$ cat src/hw/rtl/pfc_pkg.sv
// Pixel format converter package: format codes, shared types and the
// float/unorm helper functions used by decode, encode and quantise lanes.
`timescale 1ns / 1ps
package pfc_pkg;

	localparam logic [4:0] FMT_R8       = 5'd0;
	localparam logic [4:0] FMT_RGBA8    = 5'd2;
	localparam logic [4:0] FMT_R16      = 5'd3;
	localparam logic [4:0] FMT_RGBA16   = 5'd5;
	localparam logic [4:0] FMT_R16F     = 5'd6;
	localparam logic [4:0] FMT_R32F     = 5'd9;
	localparam logic [4:0] FMT_RGBA32F  = 5'd11;
	localparam logic [4:0] FMT_RGBA4    = 5'd12;
	localparam logic [4:0] FMT_RGB5A1   = 5'd13;
	localparam logic [4:0] FMT_RGB565   = 5'd14;
	localparam logic [4:0] FMT_RGB10A2  = 5'd15;
	localparam logic [4:0] FMT_RG11B10F = 5'd16;

	localparam logic [1:0] GRP_U8  = 2'd0;
	localparam logic [1:0] GRP_U16 = 2'd1;
	localparam logic [1:0] GRP_F16 = 2'd2;
	localparam logic [1:0] GRP_F32 = 2'd3;

	localparam logic [31:0] F32_ONE = 32'h3F80_0000;

	typedef logic [3:0][31:0] quad_t;

	typedef struct packed {
		logic s3;
		logic s4;
		logic s5;
	} adv_t;

	// channel count of the plain formats (codes below RGBA4)
	function automatic logic [2:0] fmt_chans(input logic [4:0] fmt);
		logic [2:0] n;
		unique case (fmt)
			5'd0, 5'd3, 5'd6, 5'd9:  n = 3'd1;
			5'd1, 5'd4, 5'd7, 5'd10: n = 3'd2;
			default:                 n = 3'd4;
		endcase
		return n;
	endfunction

	function automatic logic [1:0] fmt_group(input logic [4:0] fmt);
		logic [1:0] g;
		if (fmt < FMT_R16)
			g = GRP_U8;
		else if (fmt < FMT_R16F)
			g = GRP_U16;
		else if (fmt < FMT_R32F)
			g = GRP_F16;
		else
			g = GRP_F32;
		return g;
	endfunction

	// unorm channel maximum for a target lane
	function automatic logic [15:0] unorm_scale(input logic [4:0] fmt, input logic [1:0] lane);
		logic [15:0] s;
		unique case (fmt)
			5'd3, 5'd4, 5'd5: s = 16'hFFFF;
			FMT_RGBA4:        s = 16'h000F;
			FMT_RGB5A1:       s = (lane == 2'd3) ? 16'h0001 : 16'h001F;
			FMT_RGB565:       s = (lane == 2'd1) ? 16'h003F : 16'h001F;
			FMT_RGB10A2:      s = (lane == 2'd3) ? 16'h0003 : 16'h03FF;
			default:          s = 16'h00FF;
		endcase
		return s;
	endfunction

	// k / (2^nb - 1) rounded to float32; the quotient is k's bits repeated
	function automatic logic [31:0] unorm_to_f32(input logic [15:0] k, input logic [4:0] nb);
		logic [47:0] r;
		logic [49:0] t50;
		logic [15:0] mx;
		logic [3:0]  lz;
		logic        found;
		logic [47:0] nrm;
		logic [23:0] mr;
		logic [31:0] res;
		t50 = '0;
		unique case (nb)
			5'd1:  begin r = {48{k[0]}};      mx = 16'h0001; end
			5'd2:  begin r = {24{k[1:0]}};    mx = 16'h0003; end
			5'd4:  begin r = {12{k[3:0]}};    mx = 16'h000F; end
			5'd5:  begin t50 = {10{k[4:0]}}; r = t50[49:2]; mx = 16'h001F; end
			5'd6:  begin r = {8{k[5:0]}};     mx = 16'h003F; end
			5'd8:  begin r = {6{k[7:0]}};     mx = 16'h00FF; end
			5'd10: begin t50 = {5{k[9:0]}};  r = t50[49:2]; mx = 16'h03FF; end
			default: begin r = {3{k}};        mx = 16'hFFFF; end
		endcase
		lz = '0;
		found = 1'b0;
		for (int i = 0; i < 16; i++) begin
			if (!found && r[47-i]) begin
				lz = 4'(i);
				found = 1'b1;
			end
		end
		nrm = r << (6'(lz) + 6'd1);
		mr = {1'b0, nrm[47:25]} + 24'(nrm[24]);
		if (k == 16'd0)
			res = '0;
		else if (k == mx)
			res = F32_ONE;
		else
			res = {1'b0, 8'd126 - 8'(lz), 23'b0} + 32'(mr);
		return res;
	endfunction

	// half to float32; the small unsigned floats are fed in mantissa-aligned
	function automatic logic [31:0] half_to_f32(input logic [15:0] h);
		logic [4:0]  e;
		logic [9:0]  mm;
		logic [3:0]  p;
		logic [23:0] sh;
		logic [31:0] res;
		e = h[14:10];
		mm = h[9:0];
		p = '0;
		for (int i = 0; i < 10; i++)
			if (mm[i]) p = 4'(i);
		sh = 24'(mm) << (5'd23 - 5'(p));
		if (e == 5'd31)
			res = {h[15], 8'hFF, (mm != 10'd0) ? (23'h40_0000 | {mm, 13'b0}) : 23'b0};
		else if (e == 5'd0)
			res = (mm == 10'd0) ? {h[15], 31'b0} : {h[15], 8'd103 + 8'(p), sh[22:0]};
		else
			res = {h[15], 8'(e) + 8'd112, mm, 13'b0};
		return res;
	endfunction

	// non-NaN float32 magnitude to a small float with m mantissa bits, nearest even
	function automatic logic [15:0] mag_to_small(input logic [30:0] a, input logic [3:0] m);
		logic [7:0]  ex;
		logic [8:0]  s;
		logic [31:0] base;
		logic [31:0] src;
		logic [4:0]  sh;
		logic [31:0] keep;
		logic [31:0] rem;
		logic [31:0] halfv;
		logic [31:0] res;
		ex = a[30:23];
		s = 9'd136 - 9'(m) - 9'(ex);
		if (ex >= 8'd113) begin
			base = 32'(ex - 8'd112) << m;
			src = 32'(a[22:0]);
			sh = 5'd23 - 5'(m);
		end else begin
			base = '0;
			src = {8'b0, ex != 8'd0, a[22:0]};
			sh = s[4:0];
		end
		keep = src >> sh;
		rem = src & ((32'd1 << sh) - 32'd1);
		halfv = 32'd1 << (sh - 5'd1);
		res = base | keep;
		if (rem > halfv || (rem == halfv && keep[0]))
			res = res + 32'd1;
		if (ex >= 8'd143)
			res = 32'd31 << m;
		else if (ex < 8'd113 && s >= 9'd25)
			res = '0;
		return res[15:0];
	endfunction

	function automatic logic [15:0] f32_to_half(input logic [31:0] b);
		logic [15:0] mg;
		logic [15:0] res;
		mg = mag_to_small(b[30:0], 4'd10);
		if (b[30:0] > 31'h7F80_0000)
			res = {b[31], 6'b111111, b[21:13]};
		else
			res = {b[31], mg[14:0]};
		return res;
	endfunction

	function automatic logic [15:0] f32_to_usmall(input logic [31:0] b, input logic [3:0] m);
		logic [15:0] res;
		if (b[30:0] > 31'h7F80_0000)
			res = (16'd31 << m) | (16'd1 << (m - 4'd1));
		else if (b[31])
			res = '0;
		else
			res = mag_to_small(b[30:0], m);
		return res;
	endfunction

endpackage

$ cat src/hw/rtl/pfc_quant.sv
// One unorm quantise lane: clamp, multiply by the channel maximum with
// float32 rounding, add one half with float32 rounding, truncate. Uses pfc_pkg.
`timescale 1ns / 1ps
module pfc_quant (
	input  logic          clk,
	input  pfc_pkg::adv_t adv,
	input  logic [31:0]   x,
	input  logic [15:0]   scl,
	output logic [15:0]   q
);
	import pfc_pkg::*;

	typedef enum logic [1:0] {QM_ZERO, QM_ONE, QM_MUL} qmode_t;

	qmode_t      m3;
	logic [39:0] p_s3;
	logic [5:0]  ex_s3;
	qmode_t      mode_s3;
	logic [15:0] scl_s3;

	always_comb begin
		priority if (x[31] || x[30:0] == 31'd0 || x[30:0] > 31'h7F80_0000)
			m3 = QM_ZERO;
		else if (x[30:0] >= F32_ONE[30:0])
			m3 = QM_ONE;
		else if (x[30:23] < 8'd87)
			m3 = QM_ZERO;
		else
			m3 = QM_MUL;
	end

	always_ff @(posedge clk) begin
		if (adv.s3) begin
			p_s3 <= 40'({1'b1, x[22:0]}) * 40'(scl);
			ex_s3 <= 6'(x[30:23] - 8'd87);
			mode_s3 <= m3;
			scl_s3 <= scl;
		end
	end

	// round the product to 24 significant bits
	logic [5:0]  h;
	logic [4:0]  sh;
	logic [39:0] keep;
	logic [39:0] rem;
	logic [39:0] halfv;
	logic        inc4;
	logic [24:0] r25;
	logic [6:0]  esum;
	logic [23:0] r_s4;
	logic [4:0]  lsh_s4;
	qmode_t      mode_s4;
	logic [15:0] scl_s4;

	always_comb begin
		h = '0;
		for (int i = 0; i < 40; i++)
			if (p_s3[i]) h = 6'(i);
		sh = 5'(h - 6'd23);
		keep = p_s3 >> sh;
		rem = p_s3 & ((40'd1 << sh) - 40'd1);
		halfv = 40'd1 << (sh - 5'd1);
		inc4 = (sh != 5'd0) && (rem > halfv || (rem == halfv && keep[0]));
		r25 = {1'b0, keep[23:0]} + 25'(inc4);
		esum = 7'(h) + 7'(r25[24]) + 7'(ex_s3);
	end

	always_ff @(posedge clk) begin
		if (adv.s4) begin
			r_s4 <= r25[24] ? 24'h80_0000 : r25[23:0];
			lsh_s4 <= 5'(esum - 7'd60);
			mode_s4 <= (mode_s3 == QM_MUL && esum < 7'd60) ? QM_ZERO : mode_s3;
			scl_s4 <= scl_s3;
		end
	end

	// fixed point with 26 fraction bits, plus one half
	logic [42:0] u_s5;
	qmode_t      mode_s5;
	logic [15:0] scl_s5;

	always_ff @(posedge clk) begin
		if (adv.s5) begin
			u_s5 <= (43'(r_s4) << lsh_s4) + (43'd1 << 25);
			mode_s5 <= mode_s4;
			scl_s5 <= scl_s4;
		end
	end

	// round the sum to 24 significant bits and keep the integer part
	logic [5:0]  g;
	logic [4:0]  j;
	logic [42:0] lowm;
	logic [42:0] urem;
	logic [42:0] uhalf;
	logic        inc6;
	logic [43:0] v;

	always_comb begin
		g = '0;
		for (int i = 0; i < 43; i++)
			if (u_s5[i]) g = 6'(i);
		j = 5'(g - 6'd23);
		lowm = (43'd1 << j) - 43'd1;
		urem = u_s5 & lowm;
		uhalf = 43'd1 << (j - 5'd1);
		inc6 = urem > uhalf || (urem == uhalf && u_s5[j]);
		v = {1'b0, u_s5 & ~lowm} + (inc6 ? (44'd1 << j) : 44'd0);
		unique case (mode_s5)
			QM_ONE:  q = scl_s5;
			QM_MUL:  q = v[41:26];
			default: q = '0;
		endcase
	end

endmodule

$ cat config.mk
export PLATFORM = sky130hd
export DESIGN_NAME = pfc_quant
export DESIGN_NICKNAME = d
export VERILOG_FILES = /design/src/hw/rtl/pfc_pkg.sv /design/src/hw/rtl/pfc_quant.sv
export SDC_FILE = /design/constraint.sdc
export NUM_CORES = 2
export LEC_CHECK = 0
export BUFFER_PORTS_ARGS = -buffer_cell sky130_fd_sc_hd__buf_2
export CAP_MARGIN = 40
export CORE_ASPECT_RATIO = 2
export CORE_UTILIZATION = 65
export CTS_BUF_LIST = sky130_fd_sc_hd__clkbuf_8
export CTS_CLUSTER_DIAMETER = 120
export DETAILED_ROUTE_END_ITERATION = 7
export PLACE_DENSITY_LB_ADDON = 0.3
export SYNTH_ARGS = -nofsm -noshare
export SYNTH_HDL_FRONTEND = slang
export SYNTH_SLANG_ARGS = --single-unit
$ cat constraint.sdc
create_clock -name clk -period 37.4 [get_ports clk]
set_input_delay 7.48 -clock clk [delete_from_list [all_inputs] [get_ports clk]]
set_output_delay 7.48 -clock clk [all_outputs]
set_load 0.05 [all_outputs]
==> run_results.csv, run 1 <==
group,metric,value,unit
status,status,"aborted with a tool error",
status,failed_stage,"global routing (5_1_grt)",
status,first-error,"[ERROR GRT-0116] Global routing finished with congestion. Check the congestion regions in the DRC Viewer.",
logic_synthesis,yosys_warnings,0,
clock_network,htreeDepth,4,
logic_synthesis,synth_area,29950,µm²
logic_synthesis,yosysTopAreaCell,"fa_1",
clock_network,cts_num_sinks,172,
place,hpwl,91.28,mm
logic_synthesis,yosys.area.top_type_share,20.58,%
clock_network,postCtsHoldBufs,0,
logic_synthesis,synth_most_common_cell,"nand2_1",
floorplanning,ios,68,
global_routing,grt_pass1_vias,32790,
clock_network,post-cts-setup-buffers,0,
logic_synthesis,synthDistinctLibCells,90,
floorplanning,fp-row-count,110,
logic_synthesis,avgSynthCellArea,8.650,µm²
global_routing,grt_max_degree,65,
global_routing,grt_pass1_wl,197.6,mm
logic_synthesis,synth-seq-cells,172,
floorplanning,die_h,305.6,µm
logic_synthesis,synth_cells,3463,
logic_synthesis,yosys-top-cells-count,"nand2_1, inv_1, fa_1, nor2_1, ha_1",
clock_network,clockRootBuffer,"clkbuf_8",
logic_synthesis,yosysSeqAreaShare,17.24,%
floorplanning,start_util,66.15,%
logic_synthesis,synth_edf_count,172,
logic_synthesis,synth_nets,4059,
floorplanning,die_w,153.8,µm
logic_synthesis,synthTopCellsByArea,"fa_1, edfxtp_1, ha_1",
place,port_buffers,67,
clock_network,cts_resized,0,
clock_network,numCtsBuffers,17,
logic_synthesis,synth_flop_cell,"edfxtp_1",
global_routing,grt_usage,56.84,%
place,globalplace.congestion,1.202,
global_routing,overflow,20,
clock_network,cts_buffer_depth,2,
logic_synthesis,async_flop_share,0,%
-- stage by stage --
stage | setup slack (ns) | std cells | instance area [µm²] | utilization (%) | hold slack (ns)
after CTS | 17.11 | 3992 | 31050 | 68.57 | 0.4296
after detailed placement | 17.75 | 3960 | 30640 | 67.67 | 0.4045
after global placement | 17.90 | 3952 | 30570 | 67.50 | 0.4015
after floorplan | 19.34 | 3463 | 29950 | - | 0.4003
-- layer usage --
layer  global-route usage [%]  GRT overflow
met5                   0.7407             0
met3                    27.56             0
met1                    49.42             0
met4                    67.74             9
met2                    87.60            11
-- logic make-up after synthesis --
family	share of synthesized area [%]
buf+inv	7.331
simple gates	20.38
flops	17.24
compound gates	13.46
fa+ha+maj	30.44
xor+xnor	3.275
mux	7.870
==> inputs of run 2 (changes only) <==
==> config.mk (replaced) <==
export PLATFORM = sky130hd
export DESIGN_NAME = pfc_quant
export DESIGN_NICKNAME = d
export VERILOG_FILES = /design/src/hw/rtl/pfc_pkg.sv /design/src/hw/rtl/pfc_quant.sv
export SDC_FILE = /design/constraint.sdc
export NUM_CORES = 2
export LEC_CHECK = 0
export BUFFER_PORTS_ARGS = -buffer_cell sky130_fd_sc_hd__buf_2
export CAP_MARGIN = 40
export CORE_UTILIZATION = 40
export DETAILED_ROUTE_END_ITERATION = 7
export PLACE_DENSITY_LB_ADDON = 0.15
export SYNTH_ARGS = -nofsm -noshare
export SYNTH_HDL_FRONTEND = slang
export SYNTH_SLANG_ARGS = --single-unit
==> run 2 against run 1 <==
Net effect:
- the run now ends clean
- synthesized cell count stayed put
- area after synthesis stayed put
==> run_results.csv, run 2 <==
group,metric,value,unit
global_routing,overflow,0,
sta,whs,0.4160,ns
place,port_buffers,67,
setup_path,r2r_start,"p_s3[14]$_DFFE_PP_",
job,maxCapViolCount,0,
setup_path,r2r_setup_slack,25.70,ns
logic_synthesis,yosysTopAreaCell,"fa_1",
logic_synthesis,synth_cells,3463,
global_routing,grt_max_degree,65,
sta,finalClockSkew,0.01408,ns
clock_network,clock_latency,0.48,ns
clock_network,clockRootBuffer,"clkbuf_16",
final_layout,largest_reg_flops,43,
logic_synthesis,synth_most_common_cell,"nand2_1",
floorplanning,ios,68,
logic_synthesis,synth-seq-cells,172,
final_layout,regMostFlops,"u_s5",
global_routing,grt_pass1_vias,25070,
sta,rsz0062_at_grt,"false",
clock_network,post-cts-setup-buffers,0,
setup_path,critical_path_required,29.92,ns
final_layout,final_cell_mix,"nand2_1, inv_1, fa_1",
floorplanning,die_w,275.7,µm
status,status,"complete, no violations",
clock_network,clk_pin_slew,0.07,ns
place,post-place-cells,4358,
route,vias,25340,
floorplanning,die_h,275.7,µm
setup_path,cp_slowest_stage_delay,0.65,ns
final_layout,register_area,5165,µm²
sta,fin_crit_sh,52.96,%
logic_synthesis,yosys-top-cells-count,"nand2_1, inv_1, fa_1, nor2_1, ha_1",
clock_network,cts_resized,0,
place,hpwl,71.77,mm
sta,period_needed,19.81,ns
hold_path,hp-start,"scl_s3[6]$_DFFE_PP_",
setup_path,end_kind,"primary output",
floorplanning,core_area,73580,µm²
setup_path,cp.arrival,12.33,ns
route,vias_per_cell,5.772,
logic_synthesis,synth_nets,4059,
sta,fin_ws,17.59,ns
place,dp_slack,18.36,ns
final_layout,drive_gt1_share,7.082,%
floorplanning,start_util,40.71,%
sta,max_freq,50.49,MHz
logic_synthesis,synthDistinctLibCells,90,
final_layout,fin_nets,4014,
final_layout,reg_top3,"u_s5 (43), p_s3 (40), r_s4 (24)",
final_layout,nFillCells,7502,
sta,setup_viol,0,
sta,worst_pin_slew,0.9521,ns
hold_path,hold_class,"reg2reg",
setup_path,worst_r2r_path_depth,44,
setup_path,worstSetupStartpointType,"flop",
logic_synthesis,synthTopCellsByArea,"fa_1, edfxtp_1, ha_1",
clock_network,cts_tree,"yes",
route,drc,0,
clock_network,cts_num_sinks,172,
logic_synthesis,synth_area,29950,µm²
hold_path,holdPathEnd,"scl_s4[6]$_DFFE_PP_",
setup_path,slowest_stage,"ha_1",
setup_path,path_class,"reg2out",
logic_synthesis,yosys.area.top_type_share,20.58,%
logic_synthesis,yosysSeqAreaShare,17.24,%
setup_path,critPathMaxFanout,21,
clock_network,postCtsHoldBufs,0,
logic_synthesis,synth_edf_count,172,
final_layout,area_delta_synth_final,6.024,%
final_layout,layout_commonest_cell,"nand2_1",
final_layout,fin_cells,4391,
floorplanning,die-area,75980,µm²
hold_path,min_path_cells,0,
clock_network,cts_buffer_depth,2,
logic_synthesis,yosys_warnings,0,
setup_path,crit_family,"compound AO/OA/AOI/OAI gates",
route,dr.pass1.iters,6,
global_routing,antenna_found_initial,5,
sta,timing.setup.tns,0,ns
place,globalplace.congestion,0.9954,
route,drt_iter0_drc,2103,
logic_synthesis,avgSynthCellArea,8.650,µm²
sta,hold_viol_final,0,
floorplanning,fp-row-count,99,
route,routedWlPerCell,21.59,µm
sta,slew_headroom,35.86,%
clock_network,htreeDepth,4,
sta,maxSlewViolCount,0,
global_routing,grt_usage,25.46,%
logic_synthesis,async_flop_share,0,%
final_layout,multi_input_area,22640,µm²
setup_path,crit_buf_inv,4,
setup_path,r2r_end,"mode_s4[1]$_SDFFCE_PP0P_",
route,final_antenna_net_count,0,
logic_synthesis,synth_flop_cell,"edfxtp_1",
route,wl,94.81,mm
global_routing,grt_pass1_wl,147.8,mm
clock_network,numCtsBuffers,17,
==> run 2: cell counts after synthesis <==
No cell type changed its count.
==> run 2: layout make-up <==
cell class,count,share of cell area (%)
clock buffer,18,1.351
multi-input combinational,2729,71.30
clock inverter,14,0.5319
inverter,388,4.586
sequential,172,16.26
timing repair buffer,110,2.183
antenna,1,0.007880
tap,959,3.778
==> run 2: cells by family after synthesis <==
logic type	share of synthesized area, %
compound gates	13.46
xor+xnor	3.275
fa+ha+maj	30.44
buf+inv	7.331
flops	17.24
mux	7.870
simple gates	20.38
==> run 2: through the flow <==
step / util, % / area, µm²
CTS: 43.16 / 31760
detailed placement: 42.35 / 31160
finish: 43.16 / 31760
global route: 43.16 / 31760
global placement: 42.27 / 31100
floorplan: - / 29950
==> run 2: worst reg2reg max path, delay by kind of cell (launching register included) <==
family,cells,cell delay [ns]
compound gates,20,4.51
flops,1,0.52
xor+xnor,1,0.28
fa+ha+maj,6,1.65
buf+inv,5,1.87
simple gates,12,2.64
==> run 2: worst max path at each step <==
| stage | startpoint | to | slack [ns] | cells past startpoint |
|---|---|---|---|---|
| final | u_s5[26]$_DFFE_PP_ | q[9] | 17.59 | 48 |
| after global routing | u_s5[26]$_DFFE_PP_ | q[9] | 16.70 | 48 |
| after CTS | u_s5[26]$_DFFE_PP_ | q[9] | 17.79 | 48 |
| after detailed placement | u_s5[26]$_DFFE_PP_ | q[9] | 18.36 | 48 |
| after global placement | u_s5[26]$_DFFE_PP_ | q[9] | 18.61 | 48 |
| after floorplan | u_s5[23]$_DFFE_PP_ | q[9] | 19.34 | 45 |
==> run 2: routing by layer <==
metal / global-route usage, % / wire length, µm
met5: 0 / 34
met4: 10.16 / 3649
met3: 2.627 / 5283
met2: 41.93 / 44720
met1: 34.22 / 41130
Power of run 2 is left out: the tool's default activity adds up to more than one toggle a clock period on the data nets, which glitch-free logic cannot reach.
